`config.mk`:
```
export PLATFORM = sky130hd
export DESIGN_NAME = gcode_modal_position_tracker_core
export DESIGN_NICKNAME = d
export VERILOG_FILES = /design/src/hdl/gmpt_pkg.sv /design/src/hdl/gmpt_front.sv /design/src/hdl/gmpt_queue.sv /design/src/hdl/gmpt_back.sv /design/src/hdl/gcode_modal_position_tracker_core.sv
export SDC_FILE = /design/constraint.sdc
export NUM_CORES = 1
export LEC_CHECK = 0
export ABC_AREA = 1
export BUFFER_PORTS_ARGS = -buffer_cell sky130_fd_sc_hd__clkbuf_2
export CAP_MARGIN = 20
export CELL_PAD_IN_SITES_DETAIL_PLACEMENT = 1
export CELL_PAD_IN_SITES_GLOBAL_PLACEMENT = 1
export CORE_ASPECT_RATIO = 0.7
export CORE_MARGIN = 4
export CORE_UTILIZATION = 50
export CTS_CLUSTER_SIZE = 40
export DETAILED_ROUTE_END_ITERATION = 10
export GPL_TIMING_DRIVEN = 1
export HOLD_SLACK_MARGIN = 0.12
export PLACE_DENSITY_LB_ADDON = 0.1
export SLEW_MARGIN = 10
export SYNTH_ARGS = -nofsm -noshare
export SYNTH_HDL_FRONTEND = slang
export SYNTH_SLANG_ARGS = --single-unit
```
`constraint.sdc`:
```
create_clock -name clk -period 9.1 [get_ports clk]
set_input_delay 0.91 -clock clk [delete_from_list [all_inputs] [get_ports clk]]
set_output_delay 0.91 -clock clk [all_outputs]
set_load 0.1 [all_outputs]
```
`src/hdl/gmpt_pkg.sv`:
```
package gmpt_pkg;

    // Axis count and per-axis index width
    localparam int AXES   = 3;
    localparam int AXIS_W = 2;

    // Configuration register indexes
    localparam int CFG_IDX_W = 2;
    localparam logic [CFG_IDX_W-1:0] CFG_WORK_OFFSET_X = 2'd0;
    localparam logic [CFG_IDX_W-1:0] CFG_WORK_OFFSET_Y = 2'd1;
    localparam logic [CFG_IDX_W-1:0] CFG_WORK_OFFSET_Z = 2'd2;

    // Word letter codes
    localparam logic [2:0] LETTER_X = 3'd0;
    localparam logic [2:0] LETTER_Y = 3'd1;
    localparam logic [2:0] LETTER_Z = 3'd2;
    localparam logic [2:0] LETTER_G = 3'd3;

    // G numbers with the decimal point dropped
    localparam logic [13:0] G_NO_OFFSET = 14'd53;
    localparam logic [13:0] G_PLANE_XY  = 14'd17;
    localparam logic [13:0] G_PLANE_YZ  = 14'd19;
    localparam logic [13:0] G_INCH      = 14'd20;
    localparam logic [13:0] G_MM        = 14'd21;
    localparam logic [13:0] G_ABS       = 14'd90;
    localparam logic [13:0] G_REL       = 14'd91;

    localparam logic [0:0] MODE_WORD = 1'b0;
    localparam logic [0:0] MODE_EOL  = 1'b1;

    // Input beat
    typedef struct packed {
        logic               mode;
        logic [2:0]         word_letter;
        logic signed [31:0] word_value;
        logic [13:0]        g_number;
        logic               skip_line;
        logic               bad_word;
    } in_beat_t;

    // Result beat
    typedef struct packed {
        logic signed [31:0] pos_x;
        logic signed [31:0] pos_y;
        logic signed [31:0] pos_z;
        logic               relative_mode;
        logic               inch_units;
        logic [1:0]         plane;
    } out_beat_t;

    // Classified command passed from front to back
    typedef enum logic [3:0] {
        OP_NOP,
        OP_ABORT,
        OP_AXIS,
        OP_NO_OFFSET,
        OP_PLANE,
        OP_INCH,
        OP_MM,
        OP_ABS,
        OP_REL,
        OP_EOL,
        OP_EOL_SKIP
    } cmd_op_t;

    typedef struct packed {
        cmd_op_t            op;
        logic [AXIS_W-1:0]  axis;
        logic signed [31:0] value;
        logic [1:0]         plane;
    } cmd_t;

    // Signed 32-bit add, clamped to the 32-bit range
    function automatic logic signed [31:0] sat_add(input logic signed [31:0] a,
                                                   input logic signed [31:0] b);
        logic signed [32:0] s;
        s = {a[31], a} + {b[31], b};
        if (s[32] != s[31])
        begin
            sat_add = s[32] ? 32'sh8000_0000 : 32'sh7fff_ffff;
        end
        else
        begin
            sat_add = s[31:0];
        end
    endfunction

endpackage

```
`src/hdl/gmpt_front.sv`:
```
module gmpt_front (
    input  logic              clk,
    input  logic              rst_n,
    input  logic              in_valid,
    output logic              in_stall,
    input  gmpt_pkg::in_beat_t in_data,
    output logic              cmd_valid,
    input  logic              cmd_full,
    output gmpt_pkg::cmd_t    cmd
);
    import gmpt_pkg::*;

    logic  valid_reg;
    cmd_t  cmd_reg;
    cmd_t  cmd_next;
    logic  load;

    // Classify one beat into a command
    always_comb
    begin
        cmd_next.op    = OP_NOP;
        cmd_next.axis  = in_data.word_letter[AXIS_W-1:0];
        cmd_next.value = in_data.word_value;
        cmd_next.plane = 2'(in_data.g_number - G_PLANE_XY);
        if (in_data.mode == MODE_EOL)
        begin
            cmd_next.op = in_data.skip_line ? OP_EOL_SKIP : OP_EOL;
        end
        else if (in_data.skip_line)
        begin
            cmd_next.op = OP_NOP;
        end
        else if (in_data.bad_word)
        begin
            cmd_next.op = OP_ABORT;
        end
        else if (in_data.word_letter == LETTER_X || in_data.word_letter == LETTER_Y ||
                 in_data.word_letter == LETTER_Z)
        begin
            cmd_next.op = OP_AXIS;
        end
        else if (in_data.word_letter == LETTER_G)
        begin
            if (in_data.g_number == G_NO_OFFSET)
                cmd_next.op = OP_NO_OFFSET;
            else if (in_data.g_number >= G_PLANE_XY && in_data.g_number <= G_PLANE_YZ)
                cmd_next.op = OP_PLANE;
            else if (in_data.g_number == G_INCH)
                cmd_next.op = OP_INCH;
            else if (in_data.g_number == G_MM)
                cmd_next.op = OP_MM;
            else if (in_data.g_number == G_ABS)
                cmd_next.op = OP_ABS;
            else if (in_data.g_number == G_REL)
                cmd_next.op = OP_REL;
        end
    end

    // Stage register: refills whenever it is empty or hands its beat on
    assign in_stall  = valid_reg && cmd_full;
    assign load      = !in_stall;
    assign cmd_valid = valid_reg;
    assign cmd       = cmd_reg;

    always_ff @(posedge clk or negedge rst_n)
    begin
        if (!rst_n)
        begin
            valid_reg <= 1'b0;
        end
        else if (load)
        begin
            valid_reg <= in_valid;
        end
    end

    always_ff @(posedge clk)
    begin
        if (load && in_valid)
        begin
            cmd_reg <= cmd_next;
        end
    end

endmodule

```
`src/hdl/gmpt_queue.sv`:
```
module gmpt_queue (
    input  logic            clk,
    input  logic            rst_n,
    input  logic            push,
    input  gmpt_pkg::cmd_t  push_cmd,
    output logic            full,
    input  logic            pop,
    output logic            head_valid,
    output gmpt_pkg::cmd_t  head_cmd
);
    import gmpt_pkg::*;

    localparam int DEPTH = 2;

    cmd_t       mem [DEPTH];
    logic       wr_ptr_reg;
    logic       rd_ptr_reg;
    logic [1:0] count_reg;
    logic [1:0] count_next;
    logic       do_push;

    assign full       = (count_reg == 2'(DEPTH));
    assign head_valid = (count_reg != 2'd0);
    assign head_cmd   = mem[rd_ptr_reg];
    assign do_push    = push && !full;

    always_comb
    begin
        count_next = count_reg;
        if (do_push && !pop)
            count_next = count_reg + 2'd1;
        else if (pop && !do_push)
            count_next = count_reg - 2'd1;
    end

    // Pointers and fill level
    always_ff @(posedge clk or negedge rst_n)
    begin
        if (!rst_n)
        begin
            wr_ptr_reg <= 1'b0;
            rd_ptr_reg <= 1'b0;
            count_reg  <= 2'd0;
        end
        else
        begin
            if (do_push)
                wr_ptr_reg <= !wr_ptr_reg;
            if (pop)
                rd_ptr_reg <= !rd_ptr_reg;
            count_reg <= count_next;
        end
    end

    // Storage
    always_ff @(posedge clk)
    begin
        if (do_push)
        begin
            mem[wr_ptr_reg] <= push_cmd;
        end
    end

`ifndef SYNTHESIS
    a_pop_nonempty: assert property (@(posedge clk) disable iff (!rst_n)
        pop |-> count_reg != 2'd0)
        else $error("queue popped while empty");

    a_level_bound: assert property (@(posedge clk) disable iff (!rst_n)
        count_reg <= 2'(DEPTH))
        else $error("queue level beyond depth");
`endif

endmodule

```
`src/hdl/gmpt_back.sv`:
```
module gmpt_back (
    input  logic                              clk,
    input  logic                              rst_n,
    input  logic                              cfg_we,
    input  logic [gmpt_pkg::CFG_IDX_W-1:0]    cfg_index,
    input  logic [31:0]                       cfg_wdata,
    input  logic                              cmd_valid,
    input  gmpt_pkg::cmd_t                    cmd,
    output logic                              cmd_pop,
    output logic                              out_valid,
    input  logic                              out_stall,
    output gmpt_pkg::out_beat_t               out_data
);
    import gmpt_pkg::*;

    logic signed [31:0] offset_reg [AXES];
    logic signed [31:0] pos_reg    [AXES];
    logic signed [31:0] pos_next   [AXES];
    logic signed [31:0] tgt_reg    [AXES];
    logic signed [31:0] tgt_next   [AXES];
    logic signed [31:0] commit_sum [AXES];
    logic [AXES-1:0]    pend_reg, pend_next;
    logic               off_en_reg, off_en_next;
    logic               aborted_reg, aborted_next;
    logic               rel_reg, rel_next;
    logic               inch_reg, inch_next;
    logic [1:0]         plane_reg, plane_next;
    logic               out_valid_reg;
    out_beat_t          out_reg;
    logic signed [31:0] axis_pos;
    logic signed [31:0] rel_target;
    logic               execute;
    logic               add_off;

    // Take a command when the result register is free or being drained
    assign execute   = cmd_valid && (!out_valid_reg || !out_stall);
    assign cmd_pop   = execute;
    assign out_valid = out_valid_reg;
    assign out_data  = out_reg;
    assign add_off   = off_en_reg && !rel_reg;

    // Work offset registers; writes past the list are dropped
    always_ff @(posedge clk or negedge rst_n)
    begin
        if (!rst_n)
        begin
            for (int i = 0; i < AXES; i++)
                offset_reg[i] <= '0;
        end
        else if (cfg_we)
        begin
            case (cfg_index)
                CFG_WORK_OFFSET_X: offset_reg[0] <= cfg_wdata;
                CFG_WORK_OFFSET_Y: offset_reg[1] <= cfg_wdata;
                CFG_WORK_OFFSET_Z: offset_reg[2] <= cfg_wdata;
                default: ;
            endcase
        end
    end

    // Commit adders, one per axis
    always_comb
    begin
        for (int i = 0; i < AXES; i++)
            commit_sum[i] = sat_add(tgt_reg[i], offset_reg[i]);
    end

    // Relative target for the addressed axis
    always_comb
    begin
        axis_pos = pos_reg[0];
        for (int i = 0; i < AXES; i++)
            if (cmd.axis == AXIS_W'(i))
                axis_pos = pos_reg[i];
        rel_target = sat_add(axis_pos, cmd.value);
    end

    // Next state
    always_comb
    begin
        pos_next     = pos_reg;
        tgt_next     = tgt_reg;
        pend_next    = pend_reg;
        off_en_next  = off_en_reg;
        aborted_next = aborted_reg;
        rel_next     = rel_reg;
        inch_next    = inch_reg;
        plane_next   = plane_reg;
        if (execute)
        begin
            if (cmd.op == OP_EOL || cmd.op == OP_EOL_SKIP)
            begin
                if (cmd.op == OP_EOL && !aborted_reg)
                begin
                    for (int i = 0; i < AXES; i++)
                        if (pend_reg[i])
                            pos_next[i] = add_off ? commit_sum[i] : tgt_reg[i];
                end
                pend_next    = '0;
                off_en_next  = 1'b1;
                aborted_next = 1'b0;
            end
            else if (!aborted_reg)
            begin
                unique case (cmd.op)
                    OP_ABORT:     aborted_next = 1'b1;
                    OP_AXIS:
                    begin
                        for (int i = 0; i < AXES; i++)
                        begin
                            if (cmd.axis == AXIS_W'(i))
                            begin
                                tgt_next[i]  = rel_reg ? rel_target : cmd.value;
                                pend_next[i] = 1'b1;
                            end
                        end
                    end
                    OP_NO_OFFSET: off_en_next = 1'b0;
                    OP_PLANE:     plane_next  = cmd.plane;
                    OP_INCH:      inch_next   = 1'b1;
                    OP_MM:        inch_next   = 1'b0;
                    OP_ABS:       rel_next    = 1'b0;
                    OP_REL:       rel_next    = 1'b1;
                    default: ;
                endcase
            end
        end
    end

    // Tracker state and result flag
    always_ff @(posedge clk or negedge rst_n)
    begin
        if (!rst_n)
        begin
            for (int i = 0; i < AXES; i++)
                pos_reg[i] <= '0;
            pend_reg      <= '0;
            off_en_reg    <= 1'b1;
            aborted_reg   <= 1'b0;
            rel_reg       <= 1'b0;
            inch_reg      <= 1'b0;
            plane_reg     <= 2'd0;
            out_valid_reg <= 1'b0;
        end
        else
        begin
            pos_reg     <= pos_next;
            pend_reg    <= pend_next;
            off_en_reg  <= off_en_next;
            aborted_reg <= aborted_next;
            rel_reg     <= rel_next;
            inch_reg    <= inch_next;
            plane_reg   <= plane_next;
            if (execute)
                out_valid_reg <= 1'b1;
            else if (!out_stall)
                out_valid_reg <= 1'b0;
        end
    end

    // Pending targets only count while their bit is set
    always_ff @(posedge clk)
    begin
        tgt_reg <= tgt_next;
    end

    // Result payload shows state after the beat
    always_ff @(posedge clk)
    begin
        if (execute)
        begin
            out_reg.pos_x         <= pos_next[0];
            out_reg.pos_y         <= pos_next[1];
            out_reg.pos_z         <= pos_next[2];
            out_reg.relative_mode <= rel_next;
            out_reg.inch_units    <= inch_next;
            out_reg.plane         <= plane_next;
        end
    end

`ifndef SYNTHESIS
    a_eol_clears: assert property (@(posedge clk) disable iff (!rst_n)
        execute && (cmd.op == OP_EOL || cmd.op == OP_EOL_SKIP)
        |=> pend_reg == '0 && off_en_reg && !aborted_reg)
        else $error("end of line left per-line state set");

    a_exec_gives_result: assert property (@(posedge clk) disable iff (!rst_n)
        execute |=> out_valid_reg)
        else $error("command executed without a result");

    a_plane_range: assert property (@(posedge clk) disable iff (!rst_n)
        plane_reg != 2'd3)
        else $error("plane select out of range");

    a_aborted_holds_pos: assert property (@(posedge clk) disable iff (!rst_n)
        aborted_reg && execute |=> pos_reg[0] == $past(pos_reg[0]) &&
        pos_reg[1] == $past(pos_reg[1]) && pos_reg[2] == $past(pos_reg[2]))
        else $error("aborted line changed the position");
`endif

endmodule

```
`src/hdl/gcode_modal_position_tracker_core.sv`:
```
// G-code modal position tracker. Takes one pre-tokenized word per beat plus an
// end-of-line beat, and returns exactly one result beat per input beat holding
// the committed X/Y/Z position (signed Q16.16) and the distance, unit and plane
// modes after that beat. Axis words set pending targets that commit at end of
// line, with the work offset added in absolute mode unless G53 appeared in the
// line; all additions saturate. Sustained rate is one beat per cycle while the
// output is not stalled: the back end carries out one command per cycle with a
// single 33-bit saturating add per axis on its path. A result beat passes
// through the classify register, a command queue entry and the result register
// after its input beat is accepted. The work offsets are to be written through
// the cfg port only while the tracker is idle; the block does not enforce this.
module gcode_modal_position_tracker_core (
    input  logic                            clk,
    input  logic                            rst_n,
    input  logic                            cfg_we,
    input  logic [gmpt_pkg::CFG_IDX_W-1:0]  cfg_index,
    input  logic [31:0]                     cfg_wdata,
    input  logic                            in_valid,
    output logic                            in_stall,
    input  gmpt_pkg::in_beat_t              in_data,
    output logic                            out_valid,
    input  logic                            out_stall,
    output gmpt_pkg::out_beat_t             out_data
);
    import gmpt_pkg::*;

    logic  fe_valid;
    cmd_t  fe_cmd;
    logic  q_full;
    logic  q_pop;
    logic  q_valid;
    cmd_t  q_cmd;

    // Front end: accept and classify
    gmpt_front u_front (
        .clk       (clk),
        .rst_n     (rst_n),
        .in_valid  (in_valid),
        .in_stall  (in_stall),
        .in_data   (in_data),
        .cmd_valid (fe_valid),
        .cmd_full  (q_full),
        .cmd       (fe_cmd)
    );

    // Command queue between front and back
    gmpt_queue u_queue (
        .clk        (clk),
        .rst_n      (rst_n),
        .push       (fe_valid),
        .push_cmd   (fe_cmd),
        .full       (q_full),
        .pop        (q_pop),
        .head_valid (q_valid),
        .head_cmd   (q_cmd)
    );

    // Back end: state update and result register
    gmpt_back u_back (
        .clk       (clk),
        .rst_n     (rst_n),
        .cfg_we    (cfg_we),
        .cfg_index (cfg_index),
        .cfg_wdata (cfg_wdata),
        .cmd_valid (q_valid),
        .cmd       (q_cmd),
        .cmd_pop   (q_pop),
        .out_valid (out_valid),
        .out_stall (out_stall),
        .out_data  (out_data)
    );

endmodule
```
== Word level (Yosys, flattened, before mapping) ==
Memory sizes are Yosys's and may differ from the RTL's.
Cells that the tools add are included.

* Memories kept: 1
* Output and inout port bits: 102
* Input bits: 91
* Bits in writable memories: 80
* Word-level logic and storage cells: 178
* Register bits: 443

* Bitwise logic cells: 2
* Reductions and logical operators: 43
* Equality and inequality tests: 29
* Add/sub/neg operators: 7
* Order comparisons: 2
* Muxes and demuxes: 62

{| class="wikitable"
|+ Memory list
! memory !! depth !! width !! rd ports !! clocked after Yosys merged registers in !! wr ports !! line !! source
|-
| u_queue.mem || 2 || 40 || 1 || 0 || 1 || gmpt_queue.sv:15 || <nowiki>cmd_t mem [DEPTH];</nowiki>
|}

{| class="wikitable"
|+ Operators by type and width
! cell !! number
|-
| 32-bit 2-to-1 mux || 17
|-
| 96-bit 2-to-1 mux || 3
|-
| 32-bit by 32-bit adder with 33-bit output || 4
|-
| 4-bit 2-to-1 mux || 11
|-
| 14-bit by 5-bit equality test with 1-bit output (second input constant) || 2
|-
| 14-bit by 7-bit equality test with 1-bit output (second input constant) || 2
|-
| 1-bit 2-to-1 mux || 19
|-
| 4-bit by 3-bit equality test with 1-bit output (second input constant) || 4
|-
| 5-bit AND reduction || 3
|-
| 14-bit by 6-bit equality test with 1-bit output (second input constant) || 1
|-
| 14-bit by 5-bit >= comparator with 1-bit output (second input constant) || 1
|-
| 14-bit by 5-bit <= comparator with 1-bit output (second input constant) || 1
|-
| 2-bit 2-to-1 mux || 7
|-
| 2-bit nonzero test || 7
|-
| 4-bit equality test (second input constant) || 3
|-
| 4-bit AND reduction || 3
|-
| 1-bit logical NOT || 10
|-
| 1-bit logical AND || 9
|-
| 3-bit 2-to-1 mux || 3
|-
| 4-bit by 2-bit equality test with 1-bit output (second input constant) || 2
|-
| 2-bit equality test (second input constant) || 3
|-
| 3-bit by 2-bit equality test with 1-bit output (second input constant) || 2
|-
| 2-bit AND reduction || 3
|-
| 2-bit by 1-bit equality test with 1-bit output (second input constant) || 2
|-
| other kinds (13) || 23
|}

== Longest topological paths before layout ==
* Word-level depth: 12
* Depth in mapped cells: 25
* Mapped depth without buffers: 23

== Modules after synthesis ==
Synthesis repeated with hierarchy kept, for this count alone.

* Cell total of the unflattened synthesis: 3,459
* Area total of the unflattened synthesis: 29,295.6 um^2

{| class="wikitable"
|+ Modules (own cells, without submodules)
! module !! area an instance (um^2) !! cells an instance !! sequential area each (um^2) !! times used
|-
| gmpt_back || 24,325.8 || 3,182 || 10,941.7 || 1
|-
| gmpt_queue || 3,308.2 || 154 || 2,502.4 || 1
|-
| gmpt_front || 1,661.6 || 123 || 1,226.2 || 1
|}

== Worst setup path after synthesis ==
Ideal clock, no wire load.

* Kind: register to register
* From: register u_queue.count_reg[0]
* To: register u_front.cmd_reg (netlist bit u_front.cmd[0]), enable pin
* Setup slack: 5.331 ns
* Data arrival time: 3.331 ns
* Cell stages (with the launch flop): 5
* Path through: dfrtp_1 nor3_1 inv_1 nand2_1 inv_1

* Cells in the longest elaborated chain, start to end: 4

{| class="wikitable"
|+ Ends and longest elaborated chain
! element !! line !! source
|-
| from (decl) || gmpt_queue.sv:18 || <nowiki>logic [1:0] count_reg;</nowiki>
|-
| from (signal assigned) || gmpt_queue.sv:51 || <nowiki>count_reg <= count_next;</nowiki>
|-
| 2-bit equality test || gmpt_queue.sv:22 || <nowiki>assign full = (count_reg == 2'(DEPTH));</nowiki>
|-
| 1-bit logical AND || gmpt_front.sv:60 || <nowiki>assign in_stall = valid_reg && cmd_full;</nowiki>
|-
| via in_stall || gcode_modal_position_tracker_core.sv:19 || <nowiki>output logic in_stall,</nowiki>
|-
| 1-bit logical NOT || gmpt_front.sv:61 || <nowiki>assign load = !in_stall;</nowiki>
|-
| 1-bit logical AND || gmpt_front.sv:79 || <nowiki>if (load && in_valid)</nowiki>
|-
| to (signal assigned) || gmpt_front.sv:81 || <nowiki>cmd_reg <= cmd_next;</nowiki>
|-
| to (decl) || gmpt_front.sv:14 || <nowiki>cmd_t cmd_reg;</nowiki>
|}

The timed path passes the listed nets, and every way through them passes these cells.
A chain may end at the register's enable or synchronous reset.

== Final worst setup path ==
* From: register u_queue.rd_ptr_reg
* To: register u_back.tgt_reg[2] in the netlist's numbering (data pin)

* Cells in the longest elaborated chain, start to end: 8

{| class="wikitable"
|+ Ends and longest elaborated chain
! element !! line !! source
|-
| from (decl) || gmpt_queue.sv:17 || <nowiki>logic rd_ptr_reg;</nowiki>
|-
| from (signal assigned) || gmpt_queue.sv:50 || <nowiki>rd_ptr_reg <= !rd_ptr_reg;</nowiki>
|-
| memory read 2 x 40 bit (*) || - ||
|-
| 2-bit by 1-bit equality test with 1-bit output || gmpt_back.sv:73 || <nowiki>if (cmd.axis == AXIS_W'(i))</nowiki>
|-
| 32-bit 2-to-1 mux (2 in series) || gmpt_back.sv:73 ||
|-
| 32-bit by 32-bit adder with 33-bit output || gmpt_pkg.sv:77 || <nowiki>s = {a[31], a} + {b[31], b};</nowiki>
|-
| 32-bit 2-to-1 mux / 1-bit inequality test (equally long branches) || gmpt_pkg.sv:80, gmpt_pkg.sv:78 ||
|-
| 32-bit 2-to-1 mux || gmpt_pkg.sv:78 || <nowiki>if (s[32] != s[31])</nowiki>
|-
| 32-bit 2-to-1 mux (*) || gmpt_back.sv:113 || <nowiki>tgt_next[i] = rel_reg ? rel_target : cmd.value;</nowiki>
|-
| to (signal assigned) || gmpt_back.sv:164 || <nowiki>tgt_reg <= tgt_next;</nowiki>
|-
| to (decl) || gmpt_back.sv:19 || <nowiki>logic signed [31:0] tgt_reg [AXES];</nowiki>
|}

Every way passes the cells marked *; elsewhere a longest branch is shown, timed or not.

==> summary.md <==
| Metric | Value |
|---|---|
| PortBufs | `192` |
| Final worst path period need | `roughly 6 ns` |
| YS warnings | `0` |
| Cell with the most instances after synthesis | `nand2_1` |
| Die extent in y | `approximately 210 um` |
| Setup bufs post-CTS | `0` |
| Post-synth top area share | `33.0%` |
| Final Instance Area | `0.0323 sq mm` |
| Max VDD drop | `around 510 uV` |
| Clock transition at path regs | `approximately 0.070 ns` |
| Fin Setup TNS | `0 ns` |
| Slew Limit Fails | `0` |
| Crit path DAT | `6.50 ns` |
| NumNets Final | `about 4000` |
| DP Area | `0.0305 sq mm` |
| DRT Pass-1 Iters | `8` |
| Routed WL per cell | `between 20 and 30 um` |
| Worst-path fanout max | `41` |
| CP Capture Type | `flip-flop` |
| Sequential area share after synthesis | `51.0%` |
| Fillers | `approximately 7000` |
| Detailed Place HPWL | `between 100000 and 150000 um` |
| Final Hold Fails | `0` |
| Power Total | `~12 mW` |
| Maximum clock rate | `0.164 GHz` |
| RR Startpoint | `u_queue.rd_ptr_reg` |
| Post-synth EDFFs | `between 300 and 400` |
| Flip-flop count of the largest register after layout | `100` |
| Drt initial violations | `about 3600` |
| CTS H-tree lvls | `2` |
| Initial Util | `50.6%` |
| Clk Latency, worst-skew pair | `around 0.64 ns` |
| Leakage power | `between 15 and 20 nW` |
| CP dominant cell by count | `nand2_1` |
| Element type at the critical path start | `flip-flop` |
| Sequential cell fraction of total power | `a little under 30%` |
| Post-Route WL | `about 130000 um` |
| Placeable core area | `approximately 0.057 sq mm` |
| Area of the die | `slightly above 0.06 sq mm` |
| Vias | `between 20000 and 30000` |
| Part of the cycle the worst path needs | `between 60% and 70%` |
| Worst path bufs/invs | `6` |
| Io pins | `between 150 and 200` |
| DRC Markers | `0` |
| Layout cells sized above 1 | `under 10%` |
| Die X | `between 200 and 300 um` |
| CP startpoint | `u_queue.rd_ptr_reg` |
| Avg Inst Size Synth | `roughly 8.3 sq um` |
| Cell Pwr Density | `380 mW/mm^2` |
| Clock Skew | `0.0381 ns` |
| Final setup viols | `0` |
| DR vias/cell | `around 6.3` |
| Cell variety after synth | `47` |
| Gpl congestion | `1.05` |
| Clk sink count | `around 520` |
| Layout area overhead | `12.3%` |
| TritonCTS Buffers | `50` |
| Critical path class | `flip-flop to flip-flop` |
| Pin count of the biggest net entering global routing | `93` |
| Cell family with most CP delay | `simple AND/OR/NAND/NOR gates` |
| Initial antenna violation count | `19` |
| GRT Total Usage | `around 42%` |
| Worst Tran Pin Value | `1.10 ns` |
| CP Data Required Time | `between 9 and 10 ns` |
| RSZ-0062 raised after global routing | `false` |
| GRT overflow | `0` |
| Psw | `6.42 mW` |
| Number of global-route vias before repair | `between 20000 and 30000` |
| R2R Setup Slk | `about 3 ns` |
| R2R cell count | `26` |
| Hold buffers post-CTS | `0` |
| Max clock buf depth | `3` |
| Cts repair resizes | `0` |
| Syn nets | `approximately 3700` |
| Cell-internal power | `~5.8 mW` |
| Top cells by count, synth | `1099 x nand2_1, 481 x nor2_1, 316 x edfxtp_1, 265 x o21ai_0, 233 x inv_1` |
| Antenna viol nets, final | `0` |
| Max cap viols | `0` |
| R2R Path End | `u_back.tgt_reg[2]` |
| Post-Syn Instances | `between 3000 and 4000` |
| Switching part of the total | `52.3%` |
| Synth async-reset ratio | `about two fifths` |
| Status | `completed` |
| CTS tree | `yes` |
| Mapped cell area | `about 0.029 sq mm` |
| Primary FF master, synth | `edfxtp_1` |
| Yosys top cell by area | `edfxtp_1` |
| Final Util | `56.8%` |
| Largest cells by area after synthesis | `edfxtp_1 33%, dfrtp_1 18%, nand2_1 14%, nor2_1 6.3%, ha_1 6.0%` |
| Global-route wire length before repair | `approximately 190000 um` |
| CP max-delay cell | `fa_1` |
| Row count | `between 70 and 80` |
| Flop and latch count out of synthesis | `approximately 520` |
| Root buffer cell | `clkbuf_16` |
| Relative slew slack | `around a quarter` |
| Hold WC Path Type | `input port to async pin` |
| Clock share of power | `approximately 18%` |
| Combinational share of power | `53.0%` |
| CP max stage delay | `~0.5 ns` |
[routing by layer]
metal,vias to the layer above,global-route usage [%],share of wire (%)
li1,11900,-,-
met1,13800,56.1,38
met2,1973,59.5,41
met3,479,16.5,14
met4,16,21.3,6.1
met5,-,0,0.087
[cell families after synthesis]
family	after synthesis	synth area share (%)
AND/OR/NAND/NOR	1894	26.7
AO/OA/AOI/OAI	539	9.92
flip-flops	523	51.0
buffers and inverters	337	4.57
adder cells (fa/ha/maj)	141	6.24
XOR/XNOR	51	1.55
[power by group through the flow]
stage | logic [mW] | registers, mW | clock network, mW
floorplan | 2.99 | 4.80 | 0
global placement | 5.88 | 3.54 | 0
detailed placement | 6.20 | 3.58 | 0
CTS | 6.29 | 3.55 | 2.19
global route | 6.83 | 3.58 | 2.29
finish | 6.50 | 3.56 | 2.20
[how the worst max path moves through the flow]
stage	end	slack, ns	depth (start not counted)
final	u_back.tgt_reg[2]	2.99	26
after global routing	u_back.tgt_reg[33]	2.79	26
after CTS	u_back.tgt_reg[2]	2.91	24
after detailed placement	u_back.tgt_reg[34]	3.03	23
after global placement	u_back.tgt_reg[2]	3.28	23
after floorplan	u_front.cmd[0]	5.33	4
[worst register-to-register path, stage by stage (launching register included)]
cell	delay, ns
dfrtp_1	0.44
inv_2	0.34
or2_2	0.43
o21ai_0	0.17
inv_1	0.13
nor2_2	0.11
buf_4	0.37
inv_1	0.43
buf_16	0.28
o21ai_0	0.11
o21ai_0	0.11
ha_1	0.25
fa_1	0.49
nand3_1	0.15
nand2_1	0.14
nand2_1	0.11
nand2_1	0.13
nand2_1	0.12
nand2_1	0.15
nand2_1	0.15
nand2_1	0.08
nand2_1	0.07
nand2_1	0.06
nand2_1	0.34
buf_8	0.26
nand3_1	0.14
a21oi_1	0.33
[per-stage QoR]
step	std cells	worst slack, ns	hold WS, ns
floorplan	3485	5.33	0.421
global placement	4347	3.28	0.422
detailed placement	4351	3.03	0.432
CTS	4445	2.91	0.348
global route	4451	2.79	0.385
finish	4454	2.99	0.296
[cells in the final DEF (no fill, tap or decap), types with 5 or more instances in the layout]
master	n
a21o_1	14
a21oi_1	198
a31oi_1	6
buf_12	5
buf_4	17
clkbuf_1	14
clkbuf_16	51
clkbuf_2	191
clkinv_2	11
dfrtp_1	206
edfxtp_1	316
ha_1	137
inv_1	232
inv_2	6
nand2_1	1097
nand3_1	198
nand3b_1	21
nand4_1	19
nor2_1	476
nor2_2	5
nor3_1	30
o211ai_1	7
o21a_1	6
o21ai_0	265
o21ai_1	13
o21bai_1	19
or2_2	29
xnor2_1	17
xor2_1	34
[final cells by class]
type	count	area [sq um]	share of cell area, %
flip-flops and latches	523	14700	45.4
repair buffers	218	1300	4.02
inverters	240	906	2.81
clock inverters	26	293	0.907
well taps	750	938	2.91
multi-input cells	2625	12800	39.7
clock buffers	68	1370	4.24
diodes	4	10.0	0.0310
Power figures use the tool's default switching activity.
